### config.mk
export PLATFORM = sky130hd
export DESIGN_NAME = indexed_list_insert_delete_unit
export DESIGN_NICKNAME = d
export VERILOG_FILES = /design/src/rtl/ilid_pkg.sv /design/src/rtl/ilid_datapath.sv /design/src/rtl/ilid_controller.sv /design/src/rtl/indexed_list_insert_delete_unit.sv
export SDC_FILE = /design/constraint.sdc
export NUM_CORES = 2
export LEC_CHECK = 0
export BUFFER_PORTS_ARGS = -buffer_cell sky130_fd_sc_hd__buf_2
export CORE_MARGIN = 1.5
export CORE_UTILIZATION = 65
export CTS_BUF_LIST = sky130_fd_sc_hd__clkbuf_4 sky130_fd_sc_hd__clkbuf_8 sky130_fd_sc_hd__clkbuf_16
export DETAILED_ROUTE_END_ITERATION = 7
export PLACE_DENSITY = 0.8
export SLEW_MARGIN = 30
export SYNTH_ARGS = -nofsm -noshare
export SYNTH_HDL_FRONTEND = slang
export SYNTH_HIERARCHICAL = 1
export SYNTH_SLANG_ARGS = --single-unit
### constraint.sdc
create_clock -name clk -period 12.2 [get_ports clk]
set_input_delay 2.44 -clock clk [delete_from_list [all_inputs] [get_ports clk]]
set_output_delay 2.44 -clock clk [all_outputs]
set_load 0.005 [all_outputs]
### src/rtl/ilid_pkg.sv
// ----------------------------------------------------------------------------
// ilid_pkg
// Shared types and constants for the indexed list insert/delete unit.
// ----------------------------------------------------------------------------
`default_nettype none

package ilid_pkg;

    localparam int CAPACITY = 64;
    localparam int IDX_W    = $clog2(CAPACITY);
    localparam int LEN_W    = 7;

    localparam logic [LEN_W-1:0] CAP_LEN = LEN_W'(CAPACITY);

    localparam logic [2:0] REQ_READ     = 3'd0;
    localparam logic [2:0] REQ_INS_HEAD = 3'd1;
    localparam logic [2:0] REQ_INS_TAIL = 3'd2;
    localparam logic [2:0] REQ_INS_AT   = 3'd3;
    localparam logic [2:0] REQ_DELETE   = 3'd4;

    typedef struct packed {
        logic [2:0]         req_type;
        logic [LEN_W-1:0]   position;
        logic signed [31:0] value;
    } ilid_in_t;

    typedef struct packed {
        logic signed [31:0] read_value;
        logic               found;
        logic               applied;
        logic               full_res;
        logic [LEN_W-1:0]   length_now;
    } ilid_out_t;

    typedef enum logic [1:0] {
        K_NONE,
        K_READ,
        K_INSERT,
        K_DELETE
    } ilid_kind_t;

    typedef enum logic [2:0] {
        ST_IDLE,
        ST_DECIDE,
        ST_SHIFT,
        ST_PUT,
        ST_DROP,
        ST_DONE
    } ilid_state_t;

    typedef struct packed {
        logic load;
        logic rd_issue;
        logic wr_shift;
        logic put;
        logic drop;
        logic finish;
    } ilid_cmd_t;

    typedef struct packed {
        ilid_kind_t kind;
        logic       more;
        logic       out_free;
    } ilid_status_t;

endpackage

`default_nettype wire

### src/rtl/ilid_datapath.sv
// ----------------------------------------------------------------------------
// ilid_datapath
// Entry memory, length count, shift cursor and result register.
// ----------------------------------------------------------------------------
`default_nettype none

module ilid_datapath import ilid_pkg::*;
(
    input  wire logic         clk,
    input  wire logic         rst_n,
    input  wire ilid_in_t     in_data,
    input  wire ilid_cmd_t    cmd,
    input  wire logic         out_stall,
    output ilid_status_t      status,
    output logic              out_valid,
    output ilid_out_t         out_data
);

    logic signed [31:0] mem [CAPACITY];

    ilid_kind_t         kind_reg,   kind_next;
    logic               full_reg,   full_next;
    logic [LEN_W-1:0]   ipos_reg,   ipos_next;
    logic [LEN_W-1:0]   cursor_reg, cursor_next;
    logic [LEN_W-1:0]   length_reg;
    logic signed [31:0] value_reg;
    logic signed [31:0] rdata_reg;
    logic               out_valid_reg;
    ilid_out_t          out_data_reg;

    logic [LEN_W-1:0]   raddr;
    logic               ins;
    logic [LEN_W-1:0]   ins_pos;

    // request decode against the current length
    always_comb
    begin
        kind_next   = K_NONE;
        full_next   = 1'b0;
        ipos_next   = in_data.position;
        cursor_next = in_data.position;
        ins         = 1'b0;
        ins_pos     = '0;
        unique case (in_data.req_type)
            REQ_READ:
            begin
                if (in_data.position < length_reg)
                begin
                    kind_next = K_READ;
                end
            end
            REQ_INS_HEAD:
            begin
                ins     = 1'b1;
                ins_pos = '0;
            end
            REQ_INS_TAIL:
            begin
                ins     = 1'b1;
                ins_pos = length_reg;
            end
            REQ_INS_AT:
            begin
                if (in_data.position <= length_reg)
                begin
                    ins     = 1'b1;
                    ins_pos = in_data.position;
                end
            end
            REQ_DELETE:
            begin
                if (in_data.position < length_reg)
                begin
                    kind_next = K_DELETE;
                end
            end
            default:
            begin
            end
        endcase
        if (ins)
        begin
            ipos_next = ins_pos;
            if (length_reg >= CAP_LEN)
            begin
                full_next = 1'b1;
            end
            else
            begin
                kind_next   = K_INSERT;
                cursor_next = length_reg;
            end
        end
    end

    always_comb
    begin
        unique case (kind_reg)
            K_INSERT: raddr = cursor_reg - LEN_W'(1);
            K_DELETE: raddr = cursor_reg + LEN_W'(1);
            default:  raddr = ipos_reg;
        endcase
    end

    always_comb
    begin
        status.kind     = kind_reg;
        status.out_free = !out_valid_reg || !out_stall;
        unique case (kind_reg)
            K_INSERT: status.more = cursor_reg > ipos_reg;
            K_DELETE: status.more = ({1'b0, cursor_reg} + (LEN_W+1)'(1))
                                    < {1'b0, length_reg};
            default:  status.more = 1'b0;
        endcase
    end

    always_ff @(posedge clk or negedge rst_n)
    begin
        if (!rst_n)
        begin
            kind_reg      <= K_NONE;
            full_reg      <= 1'b0;
            cursor_reg    <= '0;
            length_reg    <= '0;
            out_valid_reg <= 1'b0;
        end
        else
        begin
            if (cmd.load)
            begin
                kind_reg   <= kind_next;
                full_reg   <= full_next;
                cursor_reg <= cursor_next;
            end
            else if (cmd.wr_shift)
            begin
                cursor_reg <= (kind_reg == K_INSERT) ? cursor_reg - LEN_W'(1)
                                                     : cursor_reg + LEN_W'(1);
            end
            if (cmd.put)
            begin
                length_reg <= length_reg + LEN_W'(1);
            end
            else if (cmd.drop)
            begin
                length_reg <= length_reg - LEN_W'(1);
            end
            if (cmd.finish)
            begin
                out_valid_reg <= 1'b1;
            end
            else if (!out_stall)
            begin
                out_valid_reg <= 1'b0;
            end
        end
    end

    always_ff @(posedge clk)
    begin
        if (cmd.load)
        begin
            ipos_reg  <= ipos_next;
            value_reg <= in_data.value;
        end
        if (cmd.rd_issue)
        begin
            rdata_reg <= mem[raddr[IDX_W-1:0]];
        end
        if (cmd.finish)
        begin
            out_data_reg.read_value <= (kind_reg == K_READ) ? rdata_reg : '0;
            out_data_reg.found      <= kind_reg == K_READ;
            out_data_reg.applied    <= (kind_reg == K_INSERT) || (kind_reg == K_DELETE);
            out_data_reg.full_res   <= full_reg;
            out_data_reg.length_now <= length_reg;
        end
    end

    always_ff @(posedge clk)
    begin
        if (cmd.wr_shift)
        begin
            mem[cursor_reg[IDX_W-1:0]] <= rdata_reg;
        end
        else if (cmd.put)
        begin
            mem[ipos_reg[IDX_W-1:0]] <= value_reg;
        end
    end

    assign out_valid = out_valid_reg;
    assign out_data  = out_data_reg;

endmodule

`default_nettype wire

### src/rtl/ilid_controller.sv
// ----------------------------------------------------------------------------
// ilid_controller
// Request sequencer: decode, shift loop, length update, result hand-off.
// ----------------------------------------------------------------------------
`default_nettype none

module ilid_controller import ilid_pkg::*;
(
    input  wire logic         clk,
    input  wire logic         rst_n,
    input  wire logic         in_valid,
    output logic              in_stall,
    input  wire ilid_status_t status,
    output ilid_cmd_t         cmd
);

    ilid_state_t state_reg, state_next;

    always_ff @(posedge clk or negedge rst_n)
    begin
        if (!rst_n)
        begin
            state_reg <= ST_IDLE;
        end
        else
        begin
            state_reg <= state_next;
        end
    end

    always_comb
    begin
        state_next = state_reg;
        cmd        = '0;
        in_stall   = 1'b1;
        unique case (state_reg)
            ST_IDLE:
            begin
                in_stall = 1'b0;
                if (in_valid)
                begin
                    cmd.load   = 1'b1;
                    state_next = ST_DECIDE;
                end
            end
            ST_DECIDE:
            begin
                unique case (status.kind)
                    K_READ:
                    begin
                        cmd.rd_issue = 1'b1;
                        state_next   = ST_DONE;
                    end
                    K_INSERT:
                    begin
                        if (status.more)
                        begin
                            cmd.rd_issue = 1'b1;
                            state_next   = ST_SHIFT;
                        end
                        else
                        begin
                            state_next = ST_PUT;
                        end
                    end
                    K_DELETE:
                    begin
                        if (status.more)
                        begin
                            cmd.rd_issue = 1'b1;
                            state_next   = ST_SHIFT;
                        end
                        else
                        begin
                            state_next = ST_DROP;
                        end
                    end
                    default:
                    begin
                        state_next = ST_DONE;
                    end
                endcase
            end
            ST_SHIFT:
            begin
                cmd.wr_shift = 1'b1;
                state_next   = ST_DECIDE;
            end
            ST_PUT:
            begin
                cmd.put    = 1'b1;
                state_next = ST_DONE;
            end
            ST_DROP:
            begin
                cmd.drop   = 1'b1;
                state_next = ST_DONE;
            end
            ST_DONE:
            begin
                if (status.out_free)
                begin
                    cmd.finish = 1'b1;
                    state_next = ST_IDLE;
                end
            end
            default:
            begin
                state_next = ST_IDLE;
            end
        endcase
    end

endmodule

`default_nettype wire

### src/rtl/indexed_list_insert_delete_unit.sv
// ----------------------------------------------------------------------------
// indexed_list_insert_delete_unit
// Ordered list of up to CAPACITY signed words with read, insert and delete.
// ----------------------------------------------------------------------------
// Channel   Signals                     Direction
// in        in_valid, in_stall, in_data  request item in, stall out
// out       out_valid, out_stall, out_data  result item out, stall in
//
// One item at a time. A read, miss, refused or unknown request goes from decode
// straight to the result register. An insert or delete that changes the list
// first moves the entries behind its position, reading and then writing one
// entry per step, then writes the new value or shortens the list.
// The result register frees the sequencer while a result waits on out_stall.
// Reset clears length and control; entry contents stay undefined.
// ----------------------------------------------------------------------------
`default_nettype none

module indexed_list_insert_delete_unit import ilid_pkg::*;
(
    input  wire logic     clk,
    input  wire logic     rst_n,
    input  wire logic     in_valid,
    output logic          in_stall,
    input  wire ilid_in_t in_data,
    output logic          out_valid,
    input  wire logic     out_stall,
    output ilid_out_t     out_data
);

    ilid_cmd_t    cmd;
    ilid_status_t status;

    ilid_controller u_ctrl
    (
        .clk      (clk),
        .rst_n    (rst_n),
        .in_valid (in_valid),
        .in_stall (in_stall),
        .status   (status),
        .cmd      (cmd)
    );

    ilid_datapath u_dp
    (
        .clk       (clk),
        .rst_n     (rst_n),
        .in_data   (in_data),
        .cmd       (cmd),
        .out_stall (out_stall),
        .status    (status),
        .out_valid (out_valid),
        .out_data  (out_data)
    );

endmodule

`default_nettype wire

# After elaboration in Yosys (flattened, before gate mapping)
# Memories as Yosys holds them, arrays and structs flattened. A register that Yosys moved wholly into a read port is not among the register bits.
# Index checks and enable logic that the tools add are counted.
# totals
register_bits	102
ram_bits	2048
input_bits	46
elab_cells	100
memories	1
# memory_table
name	depth	word_bits	rd	rd_ports_with_merged_regs	wr	line	text
u_dp.mem	64	32	1	1	1	ilid_datapath.sv:19	logic signed [31:0] mem [CAPACITY];
# classes
add_sub_neg	5
magnitude_cmp	5
eq_ne	15
n_mux	48
reduce_logical	13
# op_table
operator	n
two-way mux 7 bit	9
two-way mux 32 bit	1
OR reduction 32 bit	1
two-way mux 1 bit	23
case mux 3 bit (5 select lines)	1
adder 7 x 1 -> 7 bit (second input constant)	2
case mux 7 bit (2 select lines)	1
subtractor 7 x 1 -> 7 bit (second input constant)	2
== test 3 x 2 -> 1 bit (second input constant)	4
case mux 6 bit (2 select lines)	1
== test 3 bit (second input constant)	3
two-way mux 3 bit	3
adder 7 x 1 -> 8 bit (second input constant)	1
less-than comparator 8 x 7 -> 1 bit	1
greater-or-equal comparator 7 bit (second input constant)	1
> comparator 7 bit	1
less-or-equal comparator 7 bit	1
less-than comparator 7 bit	1
== test 3 x 1 -> 1 bit (second input constant)	2
logical NOT 3 bit	2
two-way mux 2 bit	3
two-way mux 6 bit	1
case mux 1 bit (2 select lines)	3
case mux 3 bit (2 select lines)	1
10 further kinds	17

# Longest topological paths before layout
# depth
ltp_word	7
ltp_mapped	15
depth_no_buf	14

# Cells and area by module
# The synthesis kept the hierarchy.
# modules_own_cells
mod	n_inst	cells_each	area_each_um2	seq_area_each_um2
ilid_datapath	1	5661	86379.1	65342.7
ilid_controller	1	28	222.7	75.1

# Least setup slack after synthesis
# OpenSTA, ideal clock, no wires.
# synth_path
path_type	input -> register
start	input in_valid
end	register u_dp.full_reg
arrival_ns	4.913
path_slack_ns	7.151
cell_stages	5
n_path_buf	2
cell_sequence	inv_1 > nor2_1 > buf_1 > clkbuf_1 > o21ai_0
# synth_rtl
element	line	text
start: declaration	indexed_list_insert_delete_unit.sv:22	input wire logic in_valid,
end signal: assignment	ilid_datapath.sv:132	full_reg <= full_next;
end: declaration	ilid_datapath.sv:22	logic full_reg, full_next;

# Worst setup path in the final report
# layout_path
start	register u_dp.cursor_reg[0]
end	register u_dp.rdata_reg[15], read port of u_dp.mem (data pin)
# layout_between
elab_chain_cells	6
word_cells_on_any_way	10
cone_classes	3 x add/sub; 2 x order compare; 5 x mux
# layout_lines
element	line	text
start: declaration	ilid_datapath.sv:24	logic [LEN_W-1:0] cursor_reg, cursor_next;
start signal: assignment	ilid_datapath.sv:133	cursor_reg <= cursor_next;
start signal: assignment	ilid_datapath.sv:137	cursor_reg <= (kind_reg == K_INSERT) ? cursor_reg - LEN_W'(1)
adder 7 x 1 -> 8 bit	ilid_datapath.sv:111	K_DELETE: status.more = ({1'b0, cursor_reg} + (LEN_W+1)'(1))
less-than comparator 8 x 7 -> 1 bit	ilid_datapath.sv:112	< {1'b0, length_reg};
case mux 1 bit (2 select lines)	ilid_datapath.sv:109	unique case (kind_reg)
two-way mux 1 bit	ilid_controller.sv:56, ilid_controller.sv:68	
case mux 1 bit (2 select lines)	ilid_controller.sv:48	unique case (status.kind)
two-way mux 1 bit	ilid_controller.sv:36	unique case (state_reg)
end: declaration	ilid_datapath.sv:27	logic signed [31:0] rdata_reg;
# Parallel ways exist; a longest one is shown, timed or not.
# A chain may end at the register's enable or synchronous reset.

==> results.py <==
metrics = {
    "status": {
        "status": "finished clean",
    },
    "timing": {
        "period_share_pct": 48.5,
        "setup-tns-final_ns": 0,
        "skew_ns": 0.0437,
        "clock.fmax_ghz": 0.169,
        "slew_headroom_pct": 18.1,
        "slew_violations": 0,
        "setup_viol": 0,
        "fin_crit_ns": 5.91,
        "whs_ns": 0.462,
        "fin_ws_ns": 6.29,
        "worst_pin_slew_ns": 1.22,
        "hold_viol": 0,
        "rsz0062_at_grt": "false",
    },
    "clock_tree": {
        "cts_max_level": 4,
        "cts_tree": "yes",
        "post_cts_buffers": 0,
        "clkSinkCount": 2182,
        "cts-buffers-inserted": 204,
        "clock-root-buffer": "clkbuf_16",
        "clk_path_buf_depth": 3,
        "path_clk_slew_ns": 0.06,
        "cts-hold-fix-buffers": 0,
        "cts_resized": 0,
        "clock_latency_ns": 0.85,
    },
    "detailed_routing": {
        "viasPerCell": 7.04,
        "drt_iter0_drc": 8815,
        "wl_per_cell_um": 31.1,
        "ant_nets": 0,
        "num_vias": 54377,
        "wl_um": 240000,
        "drtPass1Iterations": 6,
        "drc": 0,
    },
    "place": {
        "place_area_um2": 90100,
        "pre_cts_slack_ns": 6.50,
        "port-buffer-count": 89,
        "place_hpwl_um": 125000,
        "gp_congestion": 0.893,
    },
    "die": {
        "rows": 133,
        "die-area_um2": 135000,
        "start_util_pct": 65.7,
        "die_width_um": 368,
        "ioPinCount": 90,
        "core-area_um2": 132000,
        "die_h_um": 368,
    },
    "logic_synthesis": {
        "ys_seq_elements": 2182,
        "yosys_warnings": 6,
        "syn_avg_cell_area_um2": 15.2,
        "netlist_instances": 5689,
        "synthTopCellsByArea": "edfxtp_1, nand2_1, mux4_2",
        "syn-num-nets": 5764,
        "synth-async-reset-ratio_pct": 0.962,
        "synth_top_area_share_pct": 74.9,
        "synth-edff-count": 2161,
        "synth_ff_type": "edfxtp_1",
        "yosysSeqAreaShare_pct": 75.5,
        "synth_area_um2": 86600,
        "yosysUniqueCellTypes": 63,
        "synth_area_leader_cell": "edfxtp_1",
    },
    "worst_setup_path": {
        "critPathRequiredTime_ns": 12.89,
        "endpoint": "u_dp/rdata_reg[15]",
        "cp-startpoint": "u_dp/cursor_reg[0]",
        "rr_worst_depth": 13,
        "r2r-start": "u_dp/cursor_reg[0]",
        "r2r_setup_slack_ns": 6.29,
        "cp-end-kind": "flip-flop",
        "critPathKind": "reg2reg",
        "critical_path_arrival_ns": 6.60,
        "critPathMaxFanout": 181,
        "timing.rr.end": "u_dp/rdata_reg[15]",
        "startpoint_type": "flip-flop",
    },
    "power_and_ir_drop": {
        "p_leak_nw": 32.2,
        "ir_drop_mv": 0.399,
        "internal_power_mw": 16.2,
        "p_seq_share_pct": 36.2,
        "comb_power_share_pct": 40.7,
        "power_density_nw_per_um2": 279,
        "power.switching_mw": 10.8,
        "clockPowerShare_pct": 23.1,
        "swShare_pct": 39.8,
    },
    "global_routing": {
        "grt_pass1_vias": 52969,
        "gr-total-overflow": 0,
        "grtUsageTotal_pct": 35.5,
        "grt_pass1_wl_um": 347000,
        "antenna_found_initial": 31,
        "grt_max_degree": 199,
    },
    "cells_and_area": {
        "area_growth_pct": 11.8,
        "final_cell_mix": "edfxtp_1, nand2_1, and3_1",
        "largest_reg_flops": 2048,
        "regArea_um2": 65400,
        "drive_gt1_share_pct": 15.9,
        "multiInputGateArea_um2": 20400,
        "mostFrequentLayoutCell": "edfxtp_1",
        "final_cell_area_um2": 96800,
        "final.fill_count": 7306,
        "num-nets-final": 5860,
    },
    "worst_hold_path": {
        "hold_path_class": "reg2reg",
    },
    "flow_run": {
        "cap_violations": 0,
    },
}
-- worst min path at each step --
stage	start	end	slack (ns)	cells after the start
floorplan	u_dp/full_reg	u_dp/out_data[7]	0.42	0
global placement	u_dp/full_reg	u_dp/out_data[7]	0.44	0
detailed placement	u_dp/full_reg	u_dp/out_data[7]	0.44	0
CTS	u_dp/full_reg	u_dp/out_data[7]	0.46	0
global route	u_dp/full_reg	u_dp/out_data[7]	0.47	0
finish	u_dp/full_reg	u_dp/out_data[7]	0.46	0
-- kinds of logic after synthesis --
group / synth area share (%)
multiplexers: 4.61
AND/OR/NAND/NOR: 10.3
buffers and inverters: 2.10
adder cells (fa/ha/maj): 0.428
flip-flops: 75.5
XOR/XNOR: 0.182
AO/OA/AOI/OAI: 6.82
-- power by group through the flow --
stage	clock network, mW	registers (mW)	logic [mW]
after CTS	6.24	9.76	10.6
after global routing	6.53	9.79	11.4
after global placement	0	9.91	9.93
after detailed placement	0	9.92	10.4
after floorplan	0	9.81	6.52
final	6.23	9.79	11.0
-- cells in the mapped netlist (all sizes together) (12+ instances only) --
master / count
a21oi: 186
dfrtp: 21
edfxtp: 2161
xnor2: 12
nor2b: 12
nor2: 95
or4: 31
a2111oi: 31
ha: 28
inv: 29
clkbuf: 243
a31oi: 33
and3: 255
a311oi: 252
mux4: 168
o21ai: 25
mux2i: 17
a211oi: 251
nand3: 201
buf: 154
nand2: 1346
and2: 33
nor4: 32
-- critical path: stages, from the launching register on --
cell       delay [ns]
dfrtp_1          0.56
inv_1            0.17
ha_1             0.28
mux2i_1          0.22
mux2_4           0.56
and2_4           0.64
buf_4            0.63
buf_12           0.64
nand2_1          0.12
a311oi_1         0.32
a311oi_1         0.09
a2111oi_1        0.97
buf_4            0.33
or4_1            0.13
-- area by class of cell --
cell class | count | area share (%)
clock buffers | 254 | 5.72
repair buffers | 287 | 2.19
multi-input cells | 3081 | 21.0
clock inverters | 122 | 1.06
inverters | 29 | 0.112
well taps | 1755 | 2.27
diodes | 11 | 0.0284
flip-flops and latches | 2182 | 67.6
-- metal layers --
layer	global-route usage [%]	share of wire (%)	vias to the layer above	wire (um)
met5	0	0.10	-	245
met4	19.7	6.1	36	14600
met3	11.4	16	845	39600
met2	52.3	45	4651	108000
met1	47.3	32	26669	78000
li1	-	-	22176	-
-- per-stage QoR --
| stage | power [mW] | utilization [%] | std cells |
|---|---|---|---|
| 2_1_floorplan | 16.3 | - | 5689 |
| 3_3_place_gp | 19.8 | 68.1 | 7318 |
| 3_5_place_dp | 20.3 | 68.4 | 7332 |
| 4_1_cts | 26.6 | 73.4 | 7708 |
| 5_1_grt | 27.8 | 73.4 | 7711 |
| 6_report | 27.0 | 73.4 | 7721 |
Power figures use the tool's default switching activity.
